===== config.mk =====
export PLATFORM = sky130hd
export DESIGN_NAME = sab_ctrl
export DESIGN_NICKNAME = d
export VERILOG_FILES = /design/src/hdl/sab_pkg.sv /design/src/hdl/sab_ctrl.sv
export SDC_FILE = /design/constraint.sdc
export NUM_CORES = 1
export LEC_CHECK = 0
export BUFFER_PORTS_ARGS = -buffer_cell sky130_fd_sc_hd__clkbuf_2
export CORE_UTILIZATION = 65
export CTS_BUF_LIST = sky130_fd_sc_hd__clkbuf_8
export CTS_CLUSTER_DIAMETER = 30
export DETAILED_ROUTE_END_ITERATION = 12
export PLACE_DENSITY = 0.88
export SETUP_SLACK_MARGIN = 0.1
export SLEW_MARGIN = 10
export SYNTH_ARGS = -nofsm -noshare
export SYNTH_HDL_FRONTEND = slang
export SYNTH_SLANG_ARGS = --single-unit
export TNS_END_PERCENT = 5

===== constraint.sdc =====
create_clock -name aclk -period 5.4 [get_ports aclk]
set_input_delay 1.08 -clock aclk [delete_from_list [all_inputs] [get_ports aclk]]
set_output_delay 1.08 -clock aclk [all_outputs]
set_load 0.05 [all_outputs]

===== src/hdl/sab_pkg.sv =====
// Shared types and codes for the suffix array builder.
// Depends on nothing; used by the controller, datapath and top level.
package sab_pkg;

    // Input word: one load or one read request
    typedef struct packed {
        logic       action;
        logic [7:0] data_byte;
        logic       last;
        logic [9:0] position;
    } in_word_t;

    // Result word
    typedef struct packed {
        logic [9:0]  suffix_start;
        logic [10:0] text_length;
        logic [1:0]  status;
    } out_word_t;

    localparam logic       ACT_LOAD = 1'b0;
    localparam logic       ACT_READ = 1'b1;

    localparam logic [1:0] STAT_OK        = 2'd0;
    localparam logic [1:0] STAT_OVERFLOW  = 2'd1;
    localparam logic [1:0] STAT_RANGE     = 2'd2;
    localparam logic [1:0] STAT_NOT_BUILT = 2'd3;

    // Datapath operations, one per cycle
    typedef enum logic [5:0] {
        OP_IDLE, OP_RD_OUT, OP_CLR,
        OP_CNT_RT, OP_CNT_RB, OP_CNT_WB,
        OP_PFX_R, OP_PFX_W,
        OP_RNK_RT, OP_RNK_RB, OP_RNK_W,
        OP_PLC_RT, OP_PLC_RB, OP_PLC_W,
        OP_NOP, OP_PASS_START, OP_PASS_R0, OP_PASS_R0W,
        OP_SCAN_RS, OP_SCAN_RR, OP_SCAN_CMP,
        OP_KEY_INIT, OP_KEY_RS, OP_KEY_RR, OP_KEY_W,
        OP_INS_INIT, OP_INS_RV, OP_INS_LV, OP_INS_RP, OP_INS_CMP, OP_INS_PUT,
        OP_BASE_RS, OP_BASE_RR, OP_BASE_W,
        OP_ASN_R, OP_ASN_W,
        OP_RUN_END, OP_PASS_END, OP_DONE
    } op_t;

    typedef struct packed {
        op_t op;
    } cmd_t;

    // Status flags from datapath to controller
    typedef struct packed {
        logic go_build;
        logic go_read;
        logic i_eq_n;
        logic i_last;
        logic b_last;
        logic rank_eq;
        logic run_long;
        logic j_eq_e;
        logic j_gt_s;
        logic key_gt;
        logic ii_done;
        logic off_lt_n;
    } dp_stat_t;

endpackage


===== src/hdl/sab_ctrl.sv =====
// Build sequencer for the suffix array builder.
// Depends on sab_pkg; drives the datapath with one operation per cycle.
module sab_ctrl (
    input  logic              aclk,
    input  logic              aresetn,
    input  sab_pkg::dp_stat_t stat,
    output sab_pkg::cmd_t     cmd
);

    typedef enum logic [5:0] {
        S_IDLE, S_RD_OUT, S_CLR,
        S_CNT_RT, S_CNT_RB, S_CNT_WB,
        S_PFX_R, S_PFX_W,
        S_RNK_RT, S_RNK_RB, S_RNK_W,
        S_PLC_RT, S_PLC_RB, S_PLC_W,
        S_PASS_CHK, S_PASS_START, S_PASS_R0, S_PASS_R0W,
        S_SCAN_TEST, S_SCAN_RS, S_SCAN_RR, S_SCAN_CMP, S_FIN,
        S_KEY_INIT, S_KEY_RS, S_KEY_RR, S_KEY_W,
        S_INS_INIT, S_INS_RV, S_INS_LV, S_INS_TEST, S_INS_RP, S_INS_CMP,
        S_INS_PUT, S_INS_NEXT,
        S_BASE_RS, S_BASE_RR, S_BASE_W,
        S_ASN_R, S_ASN_W,
        S_RUN_END, S_PASS_END, S_DONE
    } state_t;

    state_t state_reg, state_next;

    // Next state
    always_comb begin
        state_next = state_reg;
        case (state_reg)
            S_IDLE: begin
                if (stat.go_build) state_next = S_CLR;
                else if (stat.go_read) state_next = S_RD_OUT;
            end
            S_RD_OUT:     state_next = S_IDLE;
            S_CLR:        if (stat.b_last) state_next = S_CNT_RT;
            S_CNT_RT:     state_next = S_CNT_RB;
            S_CNT_RB:     state_next = S_CNT_WB;
            S_CNT_WB:     state_next = stat.i_last ? S_PFX_R : S_CNT_RT;
            S_PFX_R:      state_next = S_PFX_W;
            S_PFX_W:      state_next = stat.b_last ? S_RNK_RT : S_PFX_R;
            S_RNK_RT:     state_next = S_RNK_RB;
            S_RNK_RB:     state_next = S_RNK_W;
            S_RNK_W:      state_next = stat.i_last ? S_PLC_RT : S_RNK_RT;
            S_PLC_RT:     state_next = S_PLC_RB;
            S_PLC_RB:     state_next = S_PLC_W;
            S_PLC_W:      state_next = stat.i_last ? S_PASS_CHK : S_PLC_RT;
            S_PASS_CHK:   state_next = stat.off_lt_n ? S_PASS_START : S_DONE;
            S_PASS_START: state_next = S_PASS_R0;
            S_PASS_R0:    state_next = S_PASS_R0W;
            S_PASS_R0W:   state_next = S_SCAN_TEST;
            S_SCAN_TEST:  state_next = stat.i_eq_n ? S_FIN : S_SCAN_RS;
            S_SCAN_RS:    state_next = S_SCAN_RR;
            S_SCAN_RR:    state_next = S_SCAN_CMP;
            S_SCAN_CMP:   state_next = stat.rank_eq ? S_SCAN_TEST : S_FIN;
            S_FIN:        state_next = stat.run_long ? S_KEY_INIT : S_RUN_END;
            S_KEY_INIT:   state_next = S_KEY_RS;
            S_KEY_RS:     state_next = S_KEY_RR;
            S_KEY_RR:     state_next = S_KEY_W;
            S_KEY_W:      state_next = stat.j_eq_e ? S_INS_INIT : S_KEY_RS;
            S_INS_INIT:   state_next = S_INS_RV;
            S_INS_RV:     state_next = S_INS_LV;
            S_INS_LV:     state_next = S_INS_TEST;
            S_INS_TEST:   state_next = stat.j_gt_s ? S_INS_RP : S_INS_PUT;
            S_INS_RP:     state_next = S_INS_CMP;
            S_INS_CMP:    state_next = stat.key_gt ? S_INS_TEST : S_INS_NEXT;
            S_INS_PUT:    state_next = S_INS_NEXT;
            S_INS_NEXT:   state_next = stat.ii_done ? S_BASE_RS : S_INS_RV;
            S_BASE_RS:    state_next = S_BASE_RR;
            S_BASE_RR:    state_next = S_BASE_W;
            S_BASE_W:     state_next = S_ASN_R;
            S_ASN_R:      state_next = S_ASN_W;
            S_ASN_W:      state_next = stat.j_eq_e ? S_RUN_END : S_ASN_R;
            S_RUN_END:    state_next = stat.i_eq_n ? S_PASS_END : S_SCAN_TEST;
            S_PASS_END:   state_next = S_PASS_CHK;
            S_DONE:       state_next = S_IDLE;
            default:      state_next = S_IDLE;
        endcase
    end

    always_ff @(posedge aclk) begin
        if (!aresetn) begin
            state_reg <= S_IDLE;
        end else begin
            state_reg <= state_next;
        end
    end

    // Operation for the current state
    always_comb begin
        case (state_reg)
            S_IDLE:       cmd.op = sab_pkg::OP_IDLE;
            S_RD_OUT:     cmd.op = sab_pkg::OP_RD_OUT;
            S_CLR:        cmd.op = sab_pkg::OP_CLR;
            S_CNT_RT:     cmd.op = sab_pkg::OP_CNT_RT;
            S_CNT_RB:     cmd.op = sab_pkg::OP_CNT_RB;
            S_CNT_WB:     cmd.op = sab_pkg::OP_CNT_WB;
            S_PFX_R:      cmd.op = sab_pkg::OP_PFX_R;
            S_PFX_W:      cmd.op = sab_pkg::OP_PFX_W;
            S_RNK_RT:     cmd.op = sab_pkg::OP_RNK_RT;
            S_RNK_RB:     cmd.op = sab_pkg::OP_RNK_RB;
            S_RNK_W:      cmd.op = sab_pkg::OP_RNK_W;
            S_PLC_RT:     cmd.op = sab_pkg::OP_PLC_RT;
            S_PLC_RB:     cmd.op = sab_pkg::OP_PLC_RB;
            S_PLC_W:      cmd.op = sab_pkg::OP_PLC_W;
            S_PASS_START: cmd.op = sab_pkg::OP_PASS_START;
            S_PASS_R0:    cmd.op = sab_pkg::OP_PASS_R0;
            S_PASS_R0W:   cmd.op = sab_pkg::OP_PASS_R0W;
            S_SCAN_RS:    cmd.op = sab_pkg::OP_SCAN_RS;
            S_SCAN_RR:    cmd.op = sab_pkg::OP_SCAN_RR;
            S_SCAN_CMP:   cmd.op = sab_pkg::OP_SCAN_CMP;
            S_KEY_INIT:   cmd.op = sab_pkg::OP_KEY_INIT;
            S_KEY_RS:     cmd.op = sab_pkg::OP_KEY_RS;
            S_KEY_RR:     cmd.op = sab_pkg::OP_KEY_RR;
            S_KEY_W:      cmd.op = sab_pkg::OP_KEY_W;
            S_INS_INIT:   cmd.op = sab_pkg::OP_INS_INIT;
            S_INS_RV:     cmd.op = sab_pkg::OP_INS_RV;
            S_INS_LV:     cmd.op = sab_pkg::OP_INS_LV;
            S_INS_RP:     cmd.op = sab_pkg::OP_INS_RP;
            S_INS_CMP:    cmd.op = sab_pkg::OP_INS_CMP;
            S_INS_PUT:    cmd.op = sab_pkg::OP_INS_PUT;
            S_BASE_RS:    cmd.op = sab_pkg::OP_BASE_RS;
            S_BASE_RR:    cmd.op = sab_pkg::OP_BASE_RR;
            S_BASE_W:     cmd.op = sab_pkg::OP_BASE_W;
            S_ASN_R:      cmd.op = sab_pkg::OP_ASN_R;
            S_ASN_W:      cmd.op = sab_pkg::OP_ASN_W;
            S_RUN_END:    cmd.op = sab_pkg::OP_RUN_END;
            S_PASS_END:   cmd.op = sab_pkg::OP_PASS_END;
            S_DONE:       cmd.op = sab_pkg::OP_DONE;
            default:      cmd.op = sab_pkg::OP_NOP;
        endcase
    end

endmodule


==> out/qor.yml <==
status: "finished, final reports clean"
hold_class: "register to register"
portBuffers: 19
post-route-util: 0.722
async_reset_ff_frac: 0
skew_ns: 0.00653
synthesis.instances: 214
slew_violations: 0
hold_start: "state_reg[5]$_SDFFE_PN0P_"
synth_fp_nets: 234
cp.buffers_inverters: 1
fin_tns_setup_ns: 0
ys_seq_area_frac: 0.156
regToRegStartpoint: "state_reg[4]$_SDFFE_PN0P_"
synth-xor-area-share: 0
post_cts_buffers: 0
ant_nets: 0
clock.fmax_ghz: 0.251
design_area_um2: 1610
placed_cells: 243
syn_to_final_growth_pct: 4.46
core_area_um2: 2230
synthSimpleGateAreaFrac: 0.343
setup_ws_ns: 1.41
critPathLaunchType: "register"
synth_top_flop_cell: "dfxtp_1"
drtPass1Iterations: 5
dieArea_um2: 2570
layout_min_cycle_time_ns: 3.99
drc: 0
clk_pin_slew_worst_paths_ns: 0.06
postCtsHoldBufs: 0
grt_pass1_vias: 1517
crit_chain: "nand2b_2, nor3_1, a22oi_1, and3_1, a31oi_1, and2_1, inv_1, ha_1, mux2i_1, o21ai_0, a21oi_1, o21a_1"
cp_slowest_stage_delay_ns: 0.82
fin_cells: 247
grt_max_degree: 29
startpoint: "state_reg[4]$_SDFFE_PN0P_"
synth_top_family_by_area: "simple AND/OR/NAND/NOR gates"
critPathRequiredTime_ns: 5.57
synth_compound_area_frac: 0.307
yosys_warnings: 0
grt_usage: 0.356
avgRoutedWirePerCell_um: 17.4
die_w_um: 50.7
powerDensity_nw_per_um2: 494
dpl_worst_slack_ns: 1.60
final_cell_mix: "nand2_1, clkbuf_2, a21oi_1"
hold_viol: 0
cellLeakagePower_nw: 0.657
worstPathArrival_ns: 4.16
ir_drop_mv: 0.361
clk_path_buf_depth: 2
crit_family: "compound AO/OA/AOI/OAI gates"
grt-ovfl-total: 0
cts_tree: "yes"
worstPathMaxFanout: 24
gp_congestion: 0.969
clock_latency_ns: 0.24
cts_root_buf: "clkbuf_8"
yosys-mux-area-fraction: 0.0365
synth_edf_count: 0
dp_hpwl_um: 3130
htreeDepth: 1
post_cts_resized: 0
synth_area_per_cell_um2: 7.21
tightest_slew_ns: 0.822
synthesis.area_um2: 1540
grt_pass1_wl_um: 7010
rsz0062_at_grt: "false"
antenna_found_initial: 0
diodes: 0
drt_wl_total_um: 4290
synth_adder_area_share: 0.0487
maxCapViolCount: 0
die_h_um: 50.7
num_vias: 1736
cts_made_buffers: 3
power_mw: 0.795
drive_gt1_frac: 0.146
placed_cell_area_um2: 1560
critPathSlowestCell: "dfxtp_1"
start_util: 0.691
via_per_inst: 7.03
yosysUniqueCellTypes: 57
synth_seq_cells: 12
first_iter_violations: 129
max_slew_margin: 0.451
io_pins: 20
worst_hold_slack_ns: 1.08
fin_nets: 240
end_kind: "register"
worstSetupPathType: "register to register"
finalSetupViolCount: 0
cts.sinks: 12
post-route-period-util: 0.738
fp-row-count: 17
==> tightest hold or removal path: cells and delay by family, from the launching register on <==
kind,cells,cell delay [ns]
compound gates,1,0.22
simple gates,2,0.31
flops,1,0.51
==> Yosys cell counts (2+ instances only) <==
cell,number,area share
o21ai_0,13,0.042
a22oi_1,2,0.0097
nand4_1,5,0.020
nor2b_1,10,0.041
a21o_1,2,0.0097
buf_2,3,0.0097
buf_6,5,0.036
o211ai_1,3,0.015
inv_1,11,0.027
and2_1,7,0.028
nor4bb_1,3,0.019
buf_4,3,0.015
and3_1,4,0.016
o31ai_1,4,0.019
a31oi_1,3,0.012
nor3_1,6,0.019
mux2i_1,3,0.019
clkbuf_1,8,0.019
a2bb2oi_1,2,0.011
ha_1,6,0.049
o21a_1,3,0.015
nor4_1,5,0.020
nand3_1,4,0.013
a21oi_1,14,0.045
o32ai_1,5,0.028
nor2_1,10,0.024
a211oi_1,3,0.015
o2111ai_1,3,0.017
nand2_1,19,0.046
nand2b_1,7,0.028
dfxtp_1,12,0.16
==> final timing paths <==
path                                             endpoint  slack, ns  depth (start not counted)
worst min register to register  state_reg[1]$_SDFFE_PN0P_       1.08                          3
worst max-delay path                       cmd[0]$_DFF_P_       1.41                         12
worst max register to register             cmd[0]$_DFF_P_       1.41                         12
worst min-delay path            state_reg[1]$_SDFFE_PN0P_       1.08                          3
==> area by class of cell <==
type,instances,area (um2)
fill,177,622
inverter,12,45.0
timing repair buffer,20,103
clock buffer,4,55.1
multi-input combinational,171,1130
tap,28,35.0
sequential,12,240
==> logic make-up after synthesis <==
family / after synthesis
compound gates: 68
fa+ha+maj: 6
buf+inv: 31
flops: 12
mux: 5
simple gates: 92
==> report_power, final <==
part	switching (mW)	total (mW)	internal [mW]
combinational	0.333	0.536	0.204
sequential	0.0508	0.161	0.111
clock	0.0336	0.0979	0.0644
total	0.417	0.795	0.379
==> per-layer routing <==
metal  GRT usage  up-vias  wire, um
met1       0.497      766      1700
met4       0.139        0        52
li1            -      807         -
met3      0.0758       12       610
met2       0.524      151      1930
met5           0        -         0
Power figures use the tool's default switching activity.
